**src/hdl/tfir_pkg.sv**
```systemverilog
// package for the transposed fir filter: constants, command and state types
package tfir_pkg;

    localparam int MAX_ORDER_DEF = 15;

    localparam int DATA_W  = 16;
    localparam int GAIN_W  = 16;
    localparam int ORDER_W = 4;
    localparam int CMD_W   = 2;
    localparam int STATE_W = 40;
    localparam int PROD_W  = 32;
    localparam int GPROD_W = 49;
    localparam int TAP_W   = 37;
    localparam int SUM_W   = 41;
    localparam int Y_W     = 26;

    localparam logic [GAIN_W-1:0]  GAIN_RESET  = 16'd4096;
    localparam logic [ORDER_W-1:0] ORDER_RESET = 4'd15;

    // configuration register indexes
    localparam logic REG_GAIN  = 1'b0;
    localparam logic REG_ORDER = 1'b1;

    typedef enum logic [CMD_W-1:0] {
        CMD_SAMPLE = 2'd0,
        CMD_LOAD   = 2'd1,
        CMD_FILL   = 2'd2
    } cmd_t;

    typedef enum logic [1:0] {
        ST_IDLE,
        ST_RUN,
        ST_DRAIN,
        ST_DONE
    } fsm_t;

endpackage

```
**src/hdl/transposed_fir_filter_unit.sv**
```systemverilog
// transposed-form fir filter with gain, coefficients and delay line in memories
//
// input channel: in_valid/in_ready carry one word of command, sample, tap_index,
// coefficient and state_fill. command 0 filters a sample and gives one output
// word, command 1 loads one coefficient, command 2 fills the whole delay line,
// command 3 does nothing. loads and fills are done at acceptance.
// a sample walks the taps through one multiply chain, one memory entry per cycle:
// order + 1 reads pass three pipeline stages, a drain state waits to see the pipe
// empty and a done state loads the output register, where out_valid rises; only
// then is the next word taken, so no word is taken while a sample is in flight.
// a finished result waits in the output register, so the receiver stalling only
// holds back the completion of the sample after it, and with it the input.
// configuration: cfg_write with cfg_index 0 (gain) or 1 (order) and
// cfg_data, to be written only while idle; the block itself does not enforce it.
// reset: gain 1.0, order 15, all coefficients and delay entries read as zero;
// the memories are not swept, per-entry valid flops stand in for the clear.
module transposed_fir_filter_unit
    import tfir_pkg::*;
#(
    parameter int MAX_ORDER = MAX_ORDER_DEF
) (
    input  logic                       clk,
    input  logic                       rst_n,
    input  logic                       cfg_write,
    input  logic                       cfg_index,
    input  logic [GAIN_W-1:0]          cfg_data,
    input  logic                       in_valid,
    output logic                       in_ready,
    input  logic [CMD_W-1:0]           command,
    input  logic signed [DATA_W-1:0]   sample,
    input  logic [ORDER_W-1:0]         tap_index,
    input  logic signed [DATA_W-1:0]   coefficient,
    input  logic signed [DATA_W-1:0]   state_fill,
    output logic                       out_valid,
    input  logic                       out_ready,
    output logic signed [DATA_W-1:0]   filtered_sample,
    output logic                       saturated
);

    localparam int DEPTH = MAX_ORDER + 1;
    localparam int AW    = (DEPTH > 2) ? $clog2(DEPTH) : 1;

    // configuration
    logic [GAIN_W-1:0]  gain_reg;
    logic [ORDER_W-1:0] order_cfg_reg;

    always_ff @(posedge clk or negedge rst_n)
    begin
        if (!rst_n)
        begin
            gain_reg      <= GAIN_RESET;
            order_cfg_reg <= ORDER_RESET;
        end
        else if (cfg_write)
        begin
            case (cfg_index)
                REG_GAIN:  gain_reg      <= cfg_data;
                REG_ORDER: order_cfg_reg <= cfg_data[ORDER_W-1:0];
                default:   gain_reg      <= gain_reg;
            endcase
        end
    end

    // control
    fsm_t state_reg, state_next;
    logic issue_en;
    logic out_load;
    logic in_fire;

    logic [AW-1:0] issue_reg;
    logic [AW-1:0] order_reg;
    logic [AW-1:0] order_eff;

    logic p1_vld_reg, p2_vld_reg, p3_vld_reg;
    logic [AW-1:0] p1_idx_reg, p2_idx_reg, p3_idx_reg;

    assign in_fire = in_valid && in_ready;

    always_comb
    begin
        if (32'(order_cfg_reg) > MAX_ORDER)
            order_eff = AW'(MAX_ORDER);
        else
            order_eff = AW'(order_cfg_reg);
    end

    always_comb
    begin
        state_next = state_reg;
        case (state_reg)
            ST_IDLE:
            begin
                if (in_valid && (command == CMD_SAMPLE))
                    state_next = ST_RUN;
            end
            ST_RUN:
            begin
                if (issue_reg == order_reg)
                    state_next = ST_DRAIN;
            end
            ST_DRAIN:
            begin
                if (!p1_vld_reg && !p2_vld_reg && !p3_vld_reg)
                    state_next = ST_DONE;
            end
            ST_DONE:
            begin
                if (!out_valid || out_ready)
                    state_next = ST_IDLE;
            end
            default: state_next = ST_IDLE;
        endcase
    end

    always_comb
    begin
        in_ready = 1'b0;
        issue_en = 1'b0;
        out_load = 1'b0;
        case (state_reg)
            ST_IDLE:  in_ready = 1'b1;
            ST_RUN:   issue_en = 1'b1;
            ST_DRAIN: issue_en = 1'b0;
            ST_DONE:  out_load = !out_valid || out_ready;
            default:  in_ready = 1'b0;
        endcase
    end

    always_ff @(posedge clk or negedge rst_n)
    begin
        if (!rst_n)
            state_reg <= ST_IDLE;
        else
            state_reg <= state_next;
    end

    // sample and order latched at acceptance
    logic signed [DATA_W-1:0] x_reg;

    always_ff @(posedge clk or negedge rst_n)
    begin
        if (!rst_n)
        begin
            issue_reg <= '0;
            order_reg <= '0;
        end
        else if (in_fire && (command == CMD_SAMPLE))
        begin
            issue_reg <= '0;
            order_reg <= order_eff;
        end
        else if (issue_en)
        begin
            issue_reg <= issue_reg + 1'b1;
        end
    end

    always_ff @(posedge clk)
    begin
        if (in_fire && (command == CMD_SAMPLE))
            x_reg <= sample;
    end

    // coefficient memory, entries read as zero until loaded
    logic signed [DATA_W-1:0] coef_mem [DEPTH];
    logic [DEPTH-1:0]         coef_vld_reg;
    logic                     load_en;
    logic [AW-1:0]            load_addr;

    assign load_en   = in_fire && (command == CMD_LOAD) && (32'(tap_index) <= MAX_ORDER);
    assign load_addr = AW'(tap_index);

    always_ff @(posedge clk)
    begin
        if (load_en)
            coef_mem[load_addr] <= coefficient;
    end

    always_ff @(posedge clk or negedge rst_n)
    begin
        if (!rst_n)
            coef_vld_reg <= '0;
        else if (load_en)
            coef_vld_reg[load_addr] <= 1'b1;
    end

    // delay line memory; an entry not written since the last fill reads the fill value
    logic signed [STATE_W-1:0] state_mem [DEPTH];
    logic [DEPTH-1:0]          state_vld_reg;
    logic signed [DATA_W-1:0]  fill_reg;
    logic                      fill_en;
    logic                      st_wr_en;
    logic [AW-1:0]             st_wr_addr;
    logic signed [STATE_W-1:0] st_wr_data;

    assign fill_en = in_fire && (command == CMD_FILL);

    always_ff @(posedge clk or negedge rst_n)
    begin
        if (!rst_n)
        begin
            fill_reg      <= '0;
            state_vld_reg <= '0;
        end
        else if (fill_en)
        begin
            fill_reg      <= state_fill;
            state_vld_reg <= '0;
        end
        else if (st_wr_en)
        begin
            state_vld_reg[st_wr_addr] <= 1'b1;
        end
    end

    always_ff @(posedge clk)
    begin
        if (st_wr_en)
            state_mem[st_wr_addr] <= st_wr_data;
    end

    // read stage: entry k feeds the output (k = 0) or the new s[k-1]
    logic signed [DATA_W-1:0]  coef_rd_reg;
    logic signed [STATE_W-1:0] state_rd_reg;
    logic                      coef_ok_reg;
    logic                      state_ok_reg;

    always_ff @(posedge clk)
    begin
        if (issue_en)
        begin
            coef_rd_reg  <= coef_mem[issue_reg];
            state_rd_reg <= state_mem[issue_reg];
            coef_ok_reg  <= coef_vld_reg[issue_reg];
            state_ok_reg <= state_vld_reg[issue_reg];
        end
    end

    always_ff @(posedge clk or negedge rst_n)
    begin
        if (!rst_n)
        begin
            p1_vld_reg <= 1'b0;
            p2_vld_reg <= 1'b0;
            p3_vld_reg <= 1'b0;
        end
        else
        begin
            p1_vld_reg <= issue_en;
            p2_vld_reg <= p1_vld_reg;
            p3_vld_reg <= p2_vld_reg;
        end
    end

    // multiply stages: b*x, then times gain
    logic signed [DATA_W-1:0]  b_sel;
    logic signed [STATE_W-1:0] s_sel;
    logic signed [PROD_W-1:0]  prod1_reg;
    logic signed [GPROD_W-1:0] prod2_reg;
    logic signed [STATE_W-1:0] s2_reg, s3_reg;

    assign b_sel = coef_ok_reg ? coef_rd_reg : '0;
    assign s_sel = state_ok_reg ? state_rd_reg
                                : {{(STATE_W-DATA_W-15){fill_reg[DATA_W-1]}}, fill_reg, 15'd0};

    always_ff @(posedge clk)
    begin
        p1_idx_reg <= issue_reg;
        p2_idx_reg <= p1_idx_reg;
        p3_idx_reg <= p2_idx_reg;
        prod1_reg  <= b_sel * x_reg;
        s2_reg     <= s_sel;
        prod2_reg  <= prod1_reg * $signed({1'b0, gain_reg});
        s3_reg     <= s2_reg;
    end

    // round, accumulate, saturate
    logic signed [GPROD_W-1:0] rnd;
    logic signed [TAP_W-1:0]   tap;
    logic signed [SUM_W-1:0]   sum;
    logic signed [SUM_W-1:0]   ysum;
    logic signed [Y_W-1:0]     yfull;
    logic signed [DATA_W-1:0]  y_sat;
    logic                      y_clip;
    logic                      s_clip;

    assign rnd  = prod2_reg + GPROD_W'(2048);
    assign tap  = rnd[GPROD_W-1:12];
    assign sum  = {{(SUM_W-TAP_W){tap[TAP_W-1]}}, tap} + {s3_reg[STATE_W-1], s3_reg};
    assign ysum = sum + SUM_W'(16384);
    assign yfull = ysum[SUM_W-1:15];

    always_comb
    begin
        y_clip = 1'b0;
        y_sat  = yfull[DATA_W-1:0];
        if (yfull > Y_W'(32767))
        begin
            y_sat  = 16'sh7fff;
            y_clip = 1'b1;
        end
        else if (yfull < -Y_W'(32768))
        begin
            y_sat  = 16'sh8000;
            y_clip = 1'b1;
        end
    end

    always_comb
    begin
        s_clip     = sum[SUM_W-1] != sum[SUM_W-2];
        st_wr_data = sum[STATE_W-1:0];
        if (s_clip)
            st_wr_data = sum[SUM_W-1] ? {1'b1, {(STATE_W-1){1'b0}}}
                                      : {1'b0, {(STATE_W-1){1'b1}}};
    end

    assign st_wr_en   = p3_vld_reg && (p3_idx_reg != '0);
    assign st_wr_addr = p3_idx_reg - 1'b1;

    // pending result and clip flag of the sample in flight
    logic signed [DATA_W-1:0] y_hold_reg;
    logic                     clip_reg;

    always_ff @(posedge clk or negedge rst_n)
    begin
        if (!rst_n)
            clip_reg <= 1'b0;
        else if (in_fire && (command == CMD_SAMPLE))
            clip_reg <= 1'b0;
        else if (p3_vld_reg)
            clip_reg <= clip_reg | ((p3_idx_reg == '0) ? y_clip : s_clip);
    end

    always_ff @(posedge clk)
    begin
        if (p3_vld_reg && (p3_idx_reg == '0))
            y_hold_reg <= y_sat;
    end

    // output register
    logic out_valid_reg;

    always_ff @(posedge clk or negedge rst_n)
    begin
        if (!rst_n)
            out_valid_reg <= 1'b0;
        else if (out_load)
            out_valid_reg <= 1'b1;
        else if (out_ready)
            out_valid_reg <= 1'b0;
    end

    always_ff @(posedge clk)
    begin
        if (out_load)
        begin
            filtered_sample <= y_hold_reg;
            saturated       <= clip_reg;
        end
    end

    assign out_valid = out_valid_reg;

endmodule
```
**config.mk**
```make
export PLATFORM = sky130hd
export DESIGN_NAME = transposed_fir_filter_unit
export DESIGN_NICKNAME = d
export VERILOG_FILES = /design/src/hdl/tfir_pkg.sv /design/src/hdl/transposed_fir_filter_unit.sv
export SDC_FILE = /design/constraint.sdc
export NUM_CORES = 2
export LEC_CHECK = 0
export BUFFER_PORTS_ARGS = -buffer_cell sky130_fd_sc_hd__buf_2
export CAP_MARGIN = 5
export CORE_MARGIN = 1
export CORE_UTILIZATION = 55
export CTS_CLUSTER_DIAMETER = 150
export DETAILED_ROUTE_END_ITERATION = 12
export PLACE_DENSITY = 0.71
export SYNTH_ARGS = -nofsm -noshare
export SYNTH_HDL_FRONTEND = slang
export SYNTH_SLANG_ARGS = --single-unit
```
**constraint.sdc**
```tcl
create_clock -name clk -period 21.2 [get_ports clk]
set_clock_uncertainty 0.1 [all_clocks]
set_input_delay 4.24 -clock clk [delete_from_list [all_inputs] [get_ports clk]]
set_output_delay 4.24 -clock clk [all_outputs]
set_load 0.03 [all_outputs]
```
Yosys cells after proc, flatten, opt, wreduce, memory -nomap -nowiden
Memories as Yosys holds them, arrays and structs flattened. A register that Yosys moved wholly into a read port is not among the register bits.
Index checks and enable logic that the tools add are counted.
{ "op_classes": {"add_sub_neg": 5, "n_mul": 2, "magnitude_cmp": 7, "eq_ne": 11, "n_mux": 36, "bitwise_logic": 4, "reduce_logical": 27} }
{ "ops": {"columns": ["cell", "n"], "rows": [
  ["$mux 40", 3],
  ["$mux 16", 4],
  ["$add 49x13->49 const B", 1],
  ["$mul 32x17->49", 1],
  ["$add 37x40->41", 1],
  ["$add 41x16->41 const B", 1],
  ["$mul 16x16->32", 1],
  ["$or 16x16->16", 2],
  ["$gt 26x16->1 const B", 1],
  ["$lt 26x16->1 const B", 1],
  ["$mux 1", 18],
  ["$lt 4x5->1 const B", 3],
  ["$logic_and 1x1->1", 11],
  ["$bmux 1 s4", 2],
  ["$demux 1 s4", 2],
  ["$ge 4x1->1 const B", 2],
  ["$mux 2", 4],
  ["$mux 4", 2],
  ["$ne 2x2->1 const B", 4],
  ["$pmux 2 s4", 1],
  ["$reduce_bool 2->1", 4],
  ["$eq 2x2->1 const B", 3],
  ["$add 4x1->4 const B", 1],
  ["$eq 2x1->1 const B", 2],
  ["12 further kinds", 17]
]} }
{ "totals": {"ff_bits": 307, "ramBits": 896, "inputBits": 76, "output_inout_bits": 19, "wordCells": 121, "memories": 2} }
{ "memory_table": {"columns": ["name", "depth", "width", "rd", "rd_ports_with_merged_regs", "write_ports", "line_no", "text"], "rows": [
  ["state_mem", 16, 40, 1, 1, 1, "transposed_fir_filter_unit.sv:188", "logic signed [STATE_W-1:0] state_mem [DEPTH];"],
  ["coef_mem", 16, 16, 1, 1, 1, "transposed_fir_filter_unit.sv:165", "logic signed [DATA_W-1:0] coef_mem [DEPTH];"]
]} }

Logic depth before layout (Yosys ltp)
{ "depth": {"word_depth": 10, "ltp_mapped": 29, "mapped_depth_nobuf": 28} }

Worst setup path before layout
No wires, ideal clock.
{ "synth_path": {"kind": "input to register", "startpoint": "input in_valid", "endpoint": "register order_reg[0]", "setup_ns": 0.125, "arrival_ns": 6.404, "t_required_ns": 20.975, "path_slack_ns": 14.571, "cell_stages": 3, "path_buffers": 0, "cell_sequence": "nand2_1 -> nor3_1 -> mux2_2"} }
{ "synth_between": {"elab_chain_cells": 2} }
{ "synth_lines": {"columns": ["item", "line_no", "text"], "rows": [
  ["start: declaration", "transposed_fir_filter_unit.sv:27", "input logic in_valid,"],
  ["$logic_and 1x1->1", "transposed_fir_filter_unit.sv:77", "assign in_fire = in_valid && in_ready;"],
  ["$logic_and 1x1->1", "transposed_fir_filter_unit.sv:147", "else if (in_fire && (command == CMD_SAMPLE))"],
  ["end signal: assignment", "transposed_fir_filter_unit.sv:150", "order_reg <= order_eff;"],
  ["end: declaration", "transposed_fir_filter_unit.sv:71", "logic [AW-1:0] order_reg;"]
]} }
No other way between the ends.
A chain may end at the register's enable or synchronous reset.

Worst setup path in the final report
{ "layout_path": {"startpoint": "register gain_reg[13]", "endpoint": "register prod2_reg[45]"} }
{ "layout_between": {"elab_chain_cells": 1} }
{ "layout_lines": {"columns": ["item", "line_no", "text"], "rows": [
  ["start: declaration", "transposed_fir_filter_unit.sv:44", "logic [GAIN_W-1:0] gain_reg;"],
  ["start signal: assignment", "transposed_fir_filter_unit.sv:57", "REG_GAIN: gain_reg <= cfg_data;"],
  ["start signal: assignment", "transposed_fir_filter_unit.sv:59", "default: gain_reg <= gain_reg;"],
  ["$mul 32x17->49", "transposed_fir_filter_unit.sv:273", "prod2_reg <= prod1_reg * $signed({1'b0, gain_reg});"],
  ["end signal: assignment", "transposed_fir_filter_unit.sv:273", null],
  ["end: declaration", "transposed_fir_filter_unit.sv:259", "logic signed [GPROD_W-1:0] prod2_reg;"]
]} }
No other way between the ends.

==> impl_metrics.py <==
metrics = {
    "synth": {
        "synth_top_family_by_area": "adder cells",
        "synthesis.instances": 5440,
        "synth-compound-area-share_pct": 3.137,
        "synth_xor_xnor_area_share_pct": 1.885,
        "ys_async_sr_fraction_pct": 6.651,
        "synth_area_per_cell_um2": 13.76,
        "synth_top_area_share_pct": 40.24,
        "ys_top_cells_by_area": "edfxtp_1, fa_1, mux4_2",
        "synth_top_area_cell": "edfxtp_1",
        "ys.flop_type": "edfxtp_1",
        "synth-seq-cells": 1248,
        "synth-edff-count": 1003,
        "synth_adder_area_share_pct": 24.39,
        "synth_cell_types": 92,
        "synth_mux_area_share_pct": 9.581,
        "synth_area_mm2": 0.07485,
        "ys_seq_area_share_pct": 47.35,
        "ys.warnings.count": 0,
        "synth-simple-area-share_pct": 8.319,
    },
    "cts": {
        "cts_hold_buf": 0,
        "cts_resized": 0,
        "root_buffer": "clkbuf_16",
        "cts_setup_buffers": 0,
        "htree_levels": 3,
        "numCtsBuffers": 121,
        "clk_latency_ns": 0.75,
        "cts_tree": "done",
        "cts.path.max_buffers": 3,
        "clkTransAtPathRegs_ns": 0.06,
        "clock-sinks": 1248,
    },
    "timing": {
        "max_freq_mhz": 119.9,
        "slew-limit-headroom_pct": 13.57,
        "tightest_slew_ns": 1.296,
        "maxSlewViolCount": 0,
        "worst_slack_ns": 12.86,
        "setup-tns-final_ns": 0,
        "final.min_clock_period_ns": 8.340,
        "hold-worst-slack_ns": 0.2217,
        "setup_viol": 0,
        "post-route-period-util_pct": 39.34,
        "hold_viol": 0,
        "grt_setup_unrepaired": "false",
    },
    "grt": {
        "antenna_found_initial": 6,
        "grt_max_degree": 164,
        "grt_overflow": 0,
        "grtUsageTotal_pct": 25.78,
        "grt_pass1_wl_um": 266200,
        "first_global_vias": 45310,
    },
    "layout": {
        "utilization_pct": 60.75,
        "largest-register": "state_mem",
        "drive_above_1_share_pct": 14.38,
        "top_regs": "state_mem: 640 flops, coef_mem: 256 flops",
        "area_growth_pct": 8.998,
        "mostFrequentLayoutCells": "edfxtp_1, inv_1, fa_1",
        "largest_reg_flops": 640,
        "finalNetCount": 6613,
        "final_common_cell": "edfxtp_1",
    },
    "drt": {
        "post_drt_wl_per_cell_um": 23.14,
        "detail_route.iter0.violations": 3595,
        "avgViaCountPerCell": 5.770,
        "drtPass1Iterations": 6,
        "drc": 0,
        "drt.antenna.violating_nets": 0,
        "num_vias": 42800,
        "wl_um": 171600,
    },
    "setup_path": {
        "crit_buf_inv": 4,
        "criticalPathCategory": "flip-flop to flip-flop",
        "cp_slowest_stage_delay_ns": 0.86,
        "crit_path_max_fanout": 33,
        "end_kind": "flip-flop",
        "critPathLaunch": "gain_reg[13]",
        "path_depth": 24,
        "rr_endpoint": "prod2_reg[45]",
        "reg2reg_depth": 24,
        "cp.required_ns": 21.77,
        "reg2reg_from": "gain_reg[13]",
        "cp-start-kind": "flip-flop",
        "crit_path_cell_trace": "and2_1 -> fa_1 -> fa_1 -> inv_1 -> fa_1 -> inv_1 -> fa_1 -> inv_1 -> fa_1 -> inv_1 -> fa_1 -> ha_1 -> and3_1 -> o2111ai_1 -> o21ai_0 -> a31oi_1 -> o21ai_0 -> a21oi_1 -> a311oi_1 -> nand3_1 -> a21oi_1 -> a21oi_1 -> o21bai_1 -> xor2_1",
        "critical-path-top-delay-family": "adder cells",
        "crit_slowest_cell": "dfrtp_1",
        "reg2reg_slack_ns": 12.86,
        "worstPathArrival_ns": 8.91,
        "crit_top_cell": "fa_1",
        "crit_path_end": "prod2_reg[45]",
    },
    "floorplanning": {
        "core_mm2": 0.1343,
        "start_util_pct": 55.74,
        "die_y_um": 370.9,
        "rows": 134,
        "die-area_mm2": 0.1376,
        "ios": 95,
        "fp.dieW_um": 370.9,
    },
    "placement": {
        "dp.final_hpwl_um": 116300,
        "preCtsSetupSlack_ns": 12.87,
        "port_buffers": 94,
        "routabilityCongestion": 0.9130,
    },
    "outcome": {
        "status": "finished, final reports clean",
    },
    "run": {
        "maxCapViolCount": 0,
    },
    "worst_hold_path": {
        "hp-class": "flip-flop to flip-flop",
    },
}
## cell families after synthesis
kind of cell / after synthesis
AOI/OAI and AO/OA: 349
xor gates and xnor gates: 156
adders and majority gates: 1013
buffers and inverters: 1052
DFF: 1248
muxes: 347
other: 1
and+or+nand+nor: 1274
## cell type report
type	count	area [um^2]
clock buffer	159	3296
inverter	817	3067
fill	10060	52710
sequential	1248	35460
clock inverter	68	680.7
antenna	2	5.005
timing repair buffer	176	1105
multi-input combinational	3179	35760
tap	1768	2212
## worst min-delay path by stage
stage / slack (ns) / cells past startpoint / start / to
after floorplan: 0.21 / 0 / p1_idx_reg[0] / p2_idx_reg[0]
after global routing: 0.23 / 0 / s2_reg[25] / s3_reg[25]
final: 0.22 / 0 / s2_reg[0] / s3_reg[0]
after detailed placement: 0.21 / 0 / s2_reg[0] / s3_reg[0]
after CTS: 0.22 / 0 / p1_idx_reg[3] / p2_idx_reg[3]
after global placement: 0.21 / 0 / s2_reg[12] / s3_reg[12]
## Yosys cell counts, types with 12 or more instances
| cell type | instances |
|---|---|
| o211ai_1 | 12 |
| a21oi_1 | 101 |
| dfrtp_1 | 78 |
| buf_2 | 17 |
| and2_1 | 231 |
| buf_1 | 22 |
| and3_1 | 136 |
| or3_1 | 13 |
| nand4_1 | 23 |
| maj3_1 | 19 |
| o21ai_0 | 59 |
| edfxtp_1 | 1003 |
| a21o_1 | 41 |
| nor2_1 | 139 |
| nand3_1 | 39 |
| inv_1 | 814 |
| mux2_2 | 56 |
| or2_2 | 22 |
| xor2_1 | 44 |
| nand2_1 | 556 |
| dfxtp_1 | 162 |
| fa_1 | 750 |
| clkbuf_1 | 194 |
| xnor2_1 | 106 |
| nor2b_1 | 12 |
| mux4_2 | 290 |
| ha_1 | 244 |
| o21a_1 | 32 |
| o21bai_1 | 12 |
| nand2b_1 | 27 |
| nor3_1 | 42 |
## per-layer routing
layer	share of wire (%)	routed length, um	global-route usage (%)	up-vias
met5	0	0	0	-
met4	2.9	4941	7.819	0
met3	6.9	11890	4.130	285
met2	50	86150	43.27	1523
met1	40	68640	34.78	22360
li1	-	-	-	18630
## worst reg2reg max path, stage by stage (launching register included)
cell and delay [ns]:
dfrtp_1 0.86, and2_1 0.40, fa_1 0.39, fa_1 0.48
inv_1 0.05, fa_1 0.53, inv_1 0.05, fa_1 0.51
inv_1 0.08, fa_1 0.48, inv_1 0.05, fa_1 0.43
ha_1 0.34, and3_1 0.17, o2111ai_1 0.15, o21ai_0 0.49
a31oi_1 0.22, o21ai_0 0.65, a21oi_1 0.23, a311oi_1 0.50
nand3_1 0.23, a21oi_1 0.38, a21oi_1 0.18, o21bai_1 0.18
xor2_1 0.16
## per-stage QoR
stage | area (um^2) | cells
6_report | 81590 | 7417
5_1_grt | 81590 | 7416
4_1_cts | 81570 | 7413
3_5_place_dp | 77590 | 7186
3_3_place_gp | 77590 | 7186
2_1_floorplan | 75000 | 5479
Power is left out: the tool's default activity adds up to more than one toggle a clock period on the data nets, which glitch-free logic cannot reach.
